--- src/sv/obstacle_avoid_drive_sequencer_macros.svh ---
// Assertion macros shared by the obstacle avoid drive sequencer RTL.
// No dependencies; the asserting file must have clk and rst_n in scope.
`ifndef OBSTACLE_AVOID_DRIVE_SEQUENCER_MACROS_SVH
`define OBSTACLE_AVOID_DRIVE_SEQUENCER_MACROS_SVH
`ifndef SYNTHESIS
`define OADS_ASSERT_SAME(lbl, ante, cons) \
  lbl: assert property (@(posedge clk) disable iff (!rst_n) (ante) |-> (cons)) \
    else $error("oads assertion failed");
`define OADS_ASSERT_NEXT(lbl, ante, cons) \
  lbl: assert property (@(posedge clk) disable iff (!rst_n) (ante) |=> (cons)) \
    else $error("oads assertion failed");
`else
`define OADS_ASSERT_SAME(lbl, ante, cons)
`define OADS_ASSERT_NEXT(lbl, ante, cons)
`endif
`endif

--- src/sv/oads_pkg.sv ---
// Shared types and constants for the obstacle avoid drive sequencer.
// No dependencies.
package oads_pkg;

  localparam int unsigned ECHO_W   = 16;
  localparam int unsigned COUNT_W  = 16;
  localparam int unsigned STAMP_W  = 32;
  localparam int unsigned DEBNC_W  = 20;
  localparam int unsigned CFG_W    = 20;
  localparam int unsigned CFG_IDX_W = 2;
  localparam int unsigned DRIVE_W  = 2;

  localparam int unsigned NUM_LANES  = 3;
  localparam int unsigned LANE_FRONT = 0;
  localparam int unsigned LANE_LEFT  = 1;
  localparam int unsigned LANE_RIGHT = 2;

  // configuration register indexes
  localparam logic [CFG_IDX_W-1:0] REG_OBST_LIMIT = 2'd0;
  localparam logic [CFG_IDX_W-1:0] REG_FWD_TARGET = 2'd1;
  localparam logic [CFG_IDX_W-1:0] REG_TURN_PULSE = 2'd2;
  localparam logic [CFG_IDX_W-1:0] REG_DEBOUNCE   = 2'd3;

  localparam logic [ECHO_W-1:0]  RST_OBST_LIMIT = 16'd1749;
  localparam logic [COUNT_W-1:0] RST_FWD_TARGET = 16'd281;
  localparam logic [COUNT_W-1:0] RST_TURN_PULSE = 16'd31;
  localparam logic [DEBNC_W-1:0] RST_DEBOUNCE   = 20'd1000;

  // drive command codes
  localparam logic [DRIVE_W-1:0] DRIVE_STOP    = 2'd0;
  localparam logic [DRIVE_W-1:0] DRIVE_FORWARD = 2'd1;
  localparam logic [DRIVE_W-1:0] DRIVE_LEFT    = 2'd2;
  localparam logic [DRIVE_W-1:0] DRIVE_RIGHT   = 2'd3;

  typedef struct packed {
    logic front;
    logic left;
    logic right;
  } obst_t;

  typedef struct packed {
    logic [ECHO_W-1:0]  obst_limit;
    logic [COUNT_W-1:0] fwd_target;
    logic [COUNT_W-1:0] turn_pulse;
    logic [DEBNC_W-1:0] debounce;
  } cfg_t;

  typedef struct packed {
    logic [DRIVE_W-1:0] drive;
    logic               finished;
    logic [COUNT_W-1:0] pulse_total;
  } result_t;

endpackage

--- src/sv/oads_echo_lane.sv ---
// One echo lane: classifies a single sensor echo as obstacle or clear.
// Depends on oads_pkg.
module oads_echo_lane (
  input  logic [oads_pkg::ECHO_W-1:0] echo_us,
  input  logic                        echo_valid,
  input  logic [oads_pkg::ECHO_W-1:0] limit_us,
  output logic                        obstacle
);

  // timed-out or zero echoes never count as an obstacle
  assign obstacle = echo_valid && (echo_us != '0) && (echo_us <= limit_us);

endmodule

--- src/sv/oads_mode_ctl.sv ---
// Drive mode sequencer: merges lane findings with the pulse counter.
// Depends on oads_pkg.
module oads_mode_ctl (
  input  logic                          clk,
  input  logic                          rst_n,
  input  logic                          beat_en,
  input  logic                          func,
  input  logic [oads_pkg::STAMP_W-1:0]  stamp_us,
  input  oads_pkg::obst_t               obst,
  input  oads_pkg::cfg_t                cfg,
  output oads_pkg::result_t             res_nxt,
  output oads_pkg::result_t             status
);

  typedef enum logic [2:0] {
    M_STOPPED  = 3'd0,
    M_FORWARD  = 3'd1,
    M_LEFT     = 3'd2,
    M_RIGHT    = 3'd3,
    M_FINISHED = 3'd4
  } mode_t;

  mode_t                         mode_r, mode_nxt;
  logic [oads_pkg::COUNT_W-1:0]  cnt_r, cnt_nxt;
  logic [oads_pkg::STAMP_W-1:0]  last_r, last_nxt;
  logic [oads_pkg::STAMP_W-1:0]  gap;
  logic                          active;
  logic                          turning;

  assign gap     = stamp_us - last_r;
  assign turning = (mode_r == M_LEFT) || (mode_r == M_RIGHT);
  assign active  = turning || (mode_r == M_FORWARD);

  always_comb begin
    mode_nxt = mode_r;
    cnt_nxt  = cnt_r;
    last_nxt = last_r;
    if (active && !func) begin
      // encoder edge: debounce, saturating count, then turn completion
      if (gap > {{(oads_pkg::STAMP_W-oads_pkg::DEBNC_W){1'b0}}, cfg.debounce}) begin
        if (cnt_r != '1) begin
          cnt_nxt = cnt_r + 1'b1;
        end
        last_nxt = stamp_us;
      end
      if (turning && (cnt_nxt >= cfg.turn_pulse)) begin
        mode_nxt = (cnt_nxt >= cfg.fwd_target) ? M_FINISHED : M_FORWARD;
      end
    end else if (mode_r == M_FORWARD) begin
      // sensing round in forward mode
      if (obst.front) begin
        if (obst.left && obst.right) begin
          mode_nxt = M_FINISHED;
        end else begin
          cnt_nxt = '0;
          if (cfg.turn_pulse == '0) begin
            // turn done at once, then the target check on a cleared count
            mode_nxt = (cfg.fwd_target == '0) ? M_FINISHED : M_FORWARD;
          end else begin
            mode_nxt = obst.left ? M_RIGHT : M_LEFT;
          end
        end
      end else if (cnt_r >= cfg.fwd_target) begin
        mode_nxt = M_FINISHED;
      end
    end
  end

  always_ff @(posedge clk) begin
    if (!rst_n) begin
      mode_r <= M_FORWARD;
      cnt_r  <= '0;
      last_r <= '0;
    end else if (beat_en) begin
      mode_r <= mode_nxt;
      cnt_r  <= cnt_nxt;
      last_r <= last_nxt;
    end
  end

  always_comb begin
    res_nxt.pulse_total = cnt_nxt;
    res_nxt.finished    = (mode_nxt == M_FINISHED);
    case (mode_nxt)
      M_FORWARD: res_nxt.drive = oads_pkg::DRIVE_FORWARD;
      M_LEFT:    res_nxt.drive = oads_pkg::DRIVE_LEFT;
      M_RIGHT:   res_nxt.drive = oads_pkg::DRIVE_RIGHT;
      default:   res_nxt.drive = oads_pkg::DRIVE_STOP;
    endcase
  end

  always_comb begin
    status.pulse_total = cnt_r;
    status.finished    = (mode_r == M_FINISHED);
    case (mode_r)
      M_FORWARD: status.drive = oads_pkg::DRIVE_FORWARD;
      M_LEFT:    status.drive = oads_pkg::DRIVE_LEFT;
      M_RIGHT:   status.drive = oads_pkg::DRIVE_RIGHT;
      default:   status.drive = oads_pkg::DRIVE_STOP;
    endcase
  end

endmodule

--- src/sv/obstacle_avoid_drive_sequencer.sv ---
// Obstacle avoid drive sequencer, top level: config registers, echo lanes,
// mode sequencer and the output register. Depends on oads_pkg and the macros.
// The result is registered and offered in the cycle after its input beat; one beat per
// cycle sustained while out_ready allows, as oads_mode_ctl updates mode and count on each beat.
// Reset (synchronous, rst_n low): mode forward, count and last edge zero,
// config registers to their defaults, output register empty.
`include "obstacle_avoid_drive_sequencer_macros.svh"

module obstacle_avoid_drive_sequencer (
  input  logic                            clk,
  input  logic                            rst_n,
  // configuration write port
  input  logic                            cfg_we,
  input  logic [oads_pkg::CFG_IDX_W-1:0]  cfg_index,
  input  logic [oads_pkg::CFG_W-1:0]      cfg_data,
  // input channel
  input  logic                            in_valid,
  output logic                            in_ready,
  input  logic                            in_func,
  input  logic [oads_pkg::STAMP_W-1:0]    in_stamp_us,
  input  logic [oads_pkg::ECHO_W-1:0]     in_front_echo_us,
  input  logic                            in_front_valid,
  input  logic [oads_pkg::ECHO_W-1:0]     in_left_echo_us,
  input  logic                            in_left_valid,
  input  logic [oads_pkg::ECHO_W-1:0]     in_right_echo_us,
  input  logic                            in_right_valid,
  // result channel
  output logic                            out_valid,
  input  logic                            out_ready,
  output logic [oads_pkg::DRIVE_W-1:0]    out_drive,
  output logic                            out_finished,
  output logic [oads_pkg::COUNT_W-1:0]    out_pulse_total
);

  oads_pkg::cfg_t     cfg_r;
  oads_pkg::obst_t    obst;
  oads_pkg::result_t  res_nxt;
  oads_pkg::result_t  status;
  oads_pkg::result_t  out_r;
  logic               out_valid_r;
  logic               in_beat;
  logic [oads_pkg::NUM_LANES-1:0]  lane_hit;
  logic [oads_pkg::ECHO_W-1:0]     lane_echo  [oads_pkg::NUM_LANES];
  logic [oads_pkg::NUM_LANES-1:0]  lane_valid;

  // Config writes land directly; an index with no register is dropped.
  always_ff @(posedge clk) begin
    if (!rst_n) begin
      cfg_r.obst_limit <= oads_pkg::RST_OBST_LIMIT;
      cfg_r.fwd_target <= oads_pkg::RST_FWD_TARGET;
      cfg_r.turn_pulse <= oads_pkg::RST_TURN_PULSE;
      cfg_r.debounce   <= oads_pkg::RST_DEBOUNCE;
    end else if (cfg_we) begin
      case (cfg_index)
        oads_pkg::REG_OBST_LIMIT: cfg_r.obst_limit <= cfg_data[oads_pkg::ECHO_W-1:0];
        oads_pkg::REG_FWD_TARGET: cfg_r.fwd_target <= cfg_data[oads_pkg::COUNT_W-1:0];
        oads_pkg::REG_TURN_PULSE: cfg_r.turn_pulse <= cfg_data[oads_pkg::COUNT_W-1:0];
        oads_pkg::REG_DEBOUNCE:   cfg_r.debounce   <= cfg_data[oads_pkg::DEBNC_W-1:0];
        default: ;
      endcase
    end
  end

  // Take a new beat whenever the output register is empty or draining.
  assign in_ready = !out_valid_r || out_ready;
  assign in_beat  = in_valid && in_ready;

  // Three echo lanes run side by side on the sensing round.
  assign lane_echo[oads_pkg::LANE_FRONT]  = in_front_echo_us;
  assign lane_echo[oads_pkg::LANE_LEFT]   = in_left_echo_us;
  assign lane_echo[oads_pkg::LANE_RIGHT]  = in_right_echo_us;
  assign lane_valid[oads_pkg::LANE_FRONT] = in_front_valid;
  assign lane_valid[oads_pkg::LANE_LEFT]  = in_left_valid;
  assign lane_valid[oads_pkg::LANE_RIGHT] = in_right_valid;

  for (genvar g = 0; g < oads_pkg::NUM_LANES; g++) begin : g_lane
    oads_echo_lane u_lane (
      .echo_us    (lane_echo[g]),
      .echo_valid (lane_valid[g]),
      .limit_us   (cfg_r.obst_limit),
      .obstacle   (lane_hit[g])
    );
  end

  assign obst.front = lane_hit[oads_pkg::LANE_FRONT];
  assign obst.left  = lane_hit[oads_pkg::LANE_LEFT];
  assign obst.right = lane_hit[oads_pkg::LANE_RIGHT];

  // Merge stage: mode, pulse count and last edge time advance on each beat.
  oads_mode_ctl u_mode (
    .clk      (clk),
    .rst_n    (rst_n),
    .beat_en  (in_beat),
    .func     (in_func),
    .stamp_us (in_stamp_us),
    .obst     (obst),
    .cfg      (cfg_r),
    .res_nxt  (res_nxt),
    .status   (status)
  );

  // Output register: load on an input beat, drop after the result beat.
  always_ff @(posedge clk) begin
    if (!rst_n) begin
      out_valid_r <= 1'b0;
    end else if (in_beat) begin
      out_valid_r <= 1'b1;
    end else if (out_ready) begin
      out_valid_r <= 1'b0;
    end
  end

  always_ff @(posedge clk) begin
    if (in_beat) begin
      out_r <= res_nxt;
    end
  end

  assign out_valid       = out_valid_r;
  assign out_drive       = out_r.drive;
  assign out_finished    = out_r.finished;
  assign out_pulse_total = out_r.pulse_total;

  // Finished is terminal.
  `OADS_ASSERT_NEXT(a_finished_sticky, status.finished, status.finished)
  // A finished run always drives stop.
  `OADS_ASSERT_SAME(a_finished_stops, status.finished, status.drive == oads_pkg::DRIVE_STOP)
  // Encoder edges never lower the pulse count.
  `OADS_ASSERT_NEXT(a_edge_no_drop, in_beat && !in_func,
                    status.pulse_total >= $past(status.pulse_total))
  // Every accepted beat leaves a result waiting, matching the new state.
  `OADS_ASSERT_NEXT(a_beat_result, in_beat,
                    out_valid_r && (out_r.pulse_total == status.pulse_total))

endmodule
--- config.mk ---
export PLATFORM = sky130hd
export DESIGN_NAME = obstacle_avoid_drive_sequencer
export DESIGN_NICKNAME = d
export VERILOG_FILES = /design/src/sv/oads_pkg.sv /design/src/sv/oads_echo_lane.sv /design/src/sv/oads_mode_ctl.sv /design/src/sv/obstacle_avoid_drive_sequencer.sv
export VERILOG_INCLUDE_DIRS = /design/src /design/src/sv
export SDC_FILE = /design/constraint.sdc
export NUM_CORES = 1
export LEC_CHECK = 0
export ABC_CLOCK_PERIOD_IN_PS = 19500
export BUFFER_PORTS_ARGS = -buffer_cell sky130_fd_sc_hd__buf_4
export CAP_MARGIN = 30
export CORE_ASPECT_RATIO = 0.75
export CORE_MARGIN = 4
export CORE_UTILIZATION = 60
export CTS_CLUSTER_DIAMETER = 40
export DETAILED_ROUTE_END_ITERATION = 8
export PLACE_DENSITY = 0.82
export SYNTH_ARGS = -nofsm -noshare
export SYNTH_HDL_FRONTEND = slang
export SYNTH_SLANG_ARGS = --single-unit
--- constraint.sdc ---
create_clock -name clk -period 19.5 [get_ports clk]
set_clock_uncertainty 0.15 [all_clocks]
set_input_delay 1.95 -clock clk [delete_from_list [all_inputs] [get_ports clk]]
set_output_delay 1.95 -clock clk [all_outputs]
set_load 0.02 [all_outputs]
==> run_results.csv <==
group,metric,value,unit
run_status,outcome,"finished, final reports clean",
sta,worstMarginPinSlew,995,ps
synthesis,ys_top_cells_by_area,"dfxtp_1 (22%), ha_1 (17%), a21oi_1 (6.6%)",
setup_path,worstSetupPathType,"input pin to flip-flop",
sta,final.setup.tns,0,ps
placed_design,place.detailed.hpwl,22400,um
setup_path,worstReg2RegEnd,"out_finished",
floorplanning,io_pins,132,
global_routing,met1_usage,42.2,%
floorplanning,floorplan.die_area,20100,um^2
clock_network,cts.hold.buffers_added,0,
floorplanning,floorplan.initialDensity,61.0,%
sta,max_freq,0.105,GHz
setup_path,crit_path_max_incr_delay,740,ps
clock_network,worst_setup_hold_path_clk_slew,70,ps
synthesis,synth_fp_nets,1613,
sta,hold_viol_final,0,
power_and_ir_drop,power_density,69.7,nW/um^2
global_routing,met3_usage,6.05,%
power_and_ir_drop,leakage,5.38,nW
synthesis,yosysWarnings,0,
power_and_ir_drop,power_switching,0.000286,W
sta,slew_headroom,33.7,%
floorplanning,die_h,124,um
synthesis,post-synth-top-area-fraction,22.4,%
drt,vias_per_cell,6.07,
clock_network,clk-insertion-delay-late,440,ps
drt,dr.first_iter.drc_count,811,
cells_and_area,fillerInstances,1431,
setup_path,cp_common_cell,"a21o_1",
worst_hold_path,worst_hold_path.endpoint,"cfg_r[13]",
synthesis,synth_top_area_cell,"dfxtp_1",
setup_path,regToRegStartpoint,"u_mode.last_r[0]",
global_routing,grt_antenna_before_repair,0,
setup_path,critPathRequiredTime,19540,ps
placed_design,placement.setup.worst_slack,9650,ps
power_and_ir_drop,switching_share,33.0,%
drt,ant_nets,0,
setup_path,worst_r2r_path_depth,33,
power_and_ir_drop,power.internal,0.000582,W
synthesis,synth_cell_type_count,74,
sta,slew_violations,0,
global_routing,globalRoute.busiestLayer,"met2",
synthesis,synthesis.instances,1353,
synthesis,synthArstFlopShare,0,%
sta,final_critical_delay_including_setup_and_external_delays,9490,ps
global_routing,wire_length_of_the_first_global_routing_pass,47300,um
setup_path,crit_arrival,9540,ps
drt,detail_route.first_pass.iterations,6,
clock_network,root_buffer,"clkbuf_16",
floorplanning,num_rows,42,
drt,drt-wirelength-per-cell,16.9,um
sta,setup_viol,0,
cells_and_area,syn2layout_area_growth,16.1,%
placed_design,port_buffers,131,
drt,total_vias_in_the_final_route,10400,
synthesis,post_synth_edffs,19,
floorplanning,core_region_area,17600,um^2
drt,wl,28900,um
cells_and_area,n_antenna_cell,0,
clock_network,cts.htree.levels,4,
global_routing,grt_pass1_vias,9540,
cells_and_area,drive_above_1_share,13.4,%
worst_hold_path,worst_hold_path_type,"flip-flop to flip-flop",
sta,postLayoutSetupSlackWorst,10010,ps
synthesis,mappedNetlistArea,10700,um^2
clock_network,post-cts-setup-buffer-count,0,
clock_network,cts_tree,"built",
cells_and_area,num-nets-final,1713,
setup_path,startpoint_type,"input pin",
sta,period_share,48.7,%
floorplanning,floorplan.die.width,162,um
setup_path,crit_path_end_kind,"flip-flop",
global_routing,grt_usage,29.0,%
worst_hold_path,min_path_cells,2,
placed_design,placed_cell_area,11800,um^2
synthesis,ys_seq_area_share,27.7,%
setup_path,crit_path_top_delay_cell,"o41ai_4",
cells_and_area,final_area,12500,um^2
worst_hold_path,hold_path_startpoint,"cfg_r[13]",
power_and_ir_drop,sequential_group_share_of_total_power,36.1,%
global_routing,grt_util_met2,43.4,%
global_routing,grt_remaining_overflow,0,
power_and_ir_drop,maximum_vdd_drop,0.0000545,V
sta,unrepaired_setup_endpoints_after_global_routing,"no",
synthesis,avgSynthCellArea,7.93,um^2
setup_path,worstPathMaxFanout,16,
clock_network,worst_case_clock_buffer_depth,2,
power_and_ir_drop,clockPowerShare,38.8,%
drt,route.detailed.drc,0,
synthesis,ys_seq_elements,139,
clock_network,numCtsBuffers,17,
clock_network,cts-resized-gates,0,
synthesis,synthFlopType,"dfxtp_1",
power_and_ir_drop,power.combinational.fraction,25.2,%
global_routing,grt_max_degree,88,
run,maxCapViolations,0,
clock_network,cts.sink_count,139,
placed_design,finalWeightedCongestion,0.961,
setup_path,regToRegSetupSlack,11340,ps
==> layout make-up <==
| type | instances | area (um^2) | area share, % |
|---|---|---|---|
| Inverter | 126 | 473 | 3.80 |
| Timing Repair Buffer | 138 | 1040 | 8.35 |
| Sequential cell | 139 | 2970 | 23.9 |
| Clock inverter | 15 | 191 | 1.54 |
| Multi-Input combinational cell | 1031 | 7050 | 56.6 |
| Clock buffer | 17 | 425 | 3.42 |
| Tap cell | 242 | 303 | 2.43 |
==> power by group through the flow <==
stage	combinational, W	clock (W)	sequential, W
after global placement	0.000207	0	0.000319
after global routing	0.000244	0.000353	0.000315
final	0.000218	0.000337	0.000313
after floorplan	0.000145	0	0.000320
after CTS	0.000215	0.000341	0.000313
after detailed placement	0.000213	0	0.000320
==> through the flow <==
| stage | hold WS (ps) | total power, W | util (%) | std cells |
|---|---|---|---|---|
| final | 309 | 0.000868 | 70.7 | 1708 |
| after CTS | 306 | 0.000869 | 70.7 | 1708 |
| after global placement | 293 | 0.000526 | 67.1 | 1674 |
| after global routing | 336 | 0.000911 | 70.7 | 1708 |
| after floorplan | 286 | 0.000465 | - | 1353 |
| after detailed placement | 297 | 0.000532 | 67.2 | 1676 |
==> cells in the final DEF, fill, tap and decap left out, types with 21 or more instances in the layout <==
cell type	Yosys	routed
o21ai_0	42	42
a21oi_1	142	142
xnor2_1	21	21
ha_1	148	148
dfxtp_1	120	120
nor2_1	75	75
buf_4	1	137
nand3_1	25	25
nand4_1	38	38
mux2i_1	38	38
a21o_1	47	47
inv_1	125	125
nor4_1	29	29
nand2_1	179	179
o211ai_1	31	31
==> metal layers <==
layer | routed length [um] | up-vias
met5 | 0 | -
met3 | 2740 | 55
met2 | 12000 | 488
met4 | 461 | 0
li1 | - | 5072
met1 | 13600 | 4748
==> sequential cells by signal, indices dropped and copies added, names as in the netlist <==
name	flops
cfg_r	68
u_mode.last_r	32
out_pulse_total	16
u_mode.cnt_r	16
u_mode.mode_r	3
out_drive	2
out_finished	1
out_valid	1
==> synth_stat cells, types with 3 or more instances <==
library cell and number:
a2111oi_0 6, a211oi_1 13, a21o_1 47, a21oi_1 142, a31o_2 3, a31oi_1 12
a41oi_1 6, and3_1 7, and4_1 4, buf_2 18, clkbuf_1 36, dfxtp_1 120
edfxtp_1 19, ha_1 148, inv_1 125, mux2i_1 38, nand2_1 179, nand2_2 3
nand2b_1 19, nand3_1 25, nand3b_1 3, nand4_1 38, nor2_1 75, nor2b_1 10
nor3_1 18, nor4_1 29, o211ai_1 31, o21a_1 9, o21ai_0 42, o21ai_1 8
o21bai_1 7, o31ai_1 7, or2_1 3, or2_2 8, or3_1 14, or4_1 3
xnor2_1 21, xor2_1 13
==> worst max path at each step <==
stage	startpoint	to	slack, ps	cells past startpoint
after floorplan	in_stamp_us[0]	out_finished	10870	35
after global placement	in_stamp_us[0]	out_finished	9870	34
after detailed placement	in_stamp_us[0]	out_finished	9650	34
after CTS	in_stamp_us[0]	out_finished	10070	34
after global routing	in_stamp_us[0]	out_finished	9390	34
final	in_stamp_us[0]	out_finished	10010	35
==> critical path: cells and delay by family <==
kind / cells / cell delay [ps]
xor+xnor: 2 / 340
fa+ha+maj: 4 / 1150
simple gates: 10 / 1620
compound gates: 16 / 4260
buf+inv: 3 / 210
==> cells by family after synthesis <==
| family | after synthesis | share of synthesized area (%) |
|---|---|---|
| AO/OA/AOI/OAI | 356 | 21.1 |
| XOR/XNOR | 34 | 2.78 |
| adder cells (fa/ha/maj) | 149 | 17.4 |
| buffers and inverters | 183 | 6.72 |
| flip-flops | 139 | 27.7 |
| multiplexers | 40 | 3.75 |
| AND/OR/NAND/NOR | 452 | 20.5 |
Power figures use the tool's default switching activity.
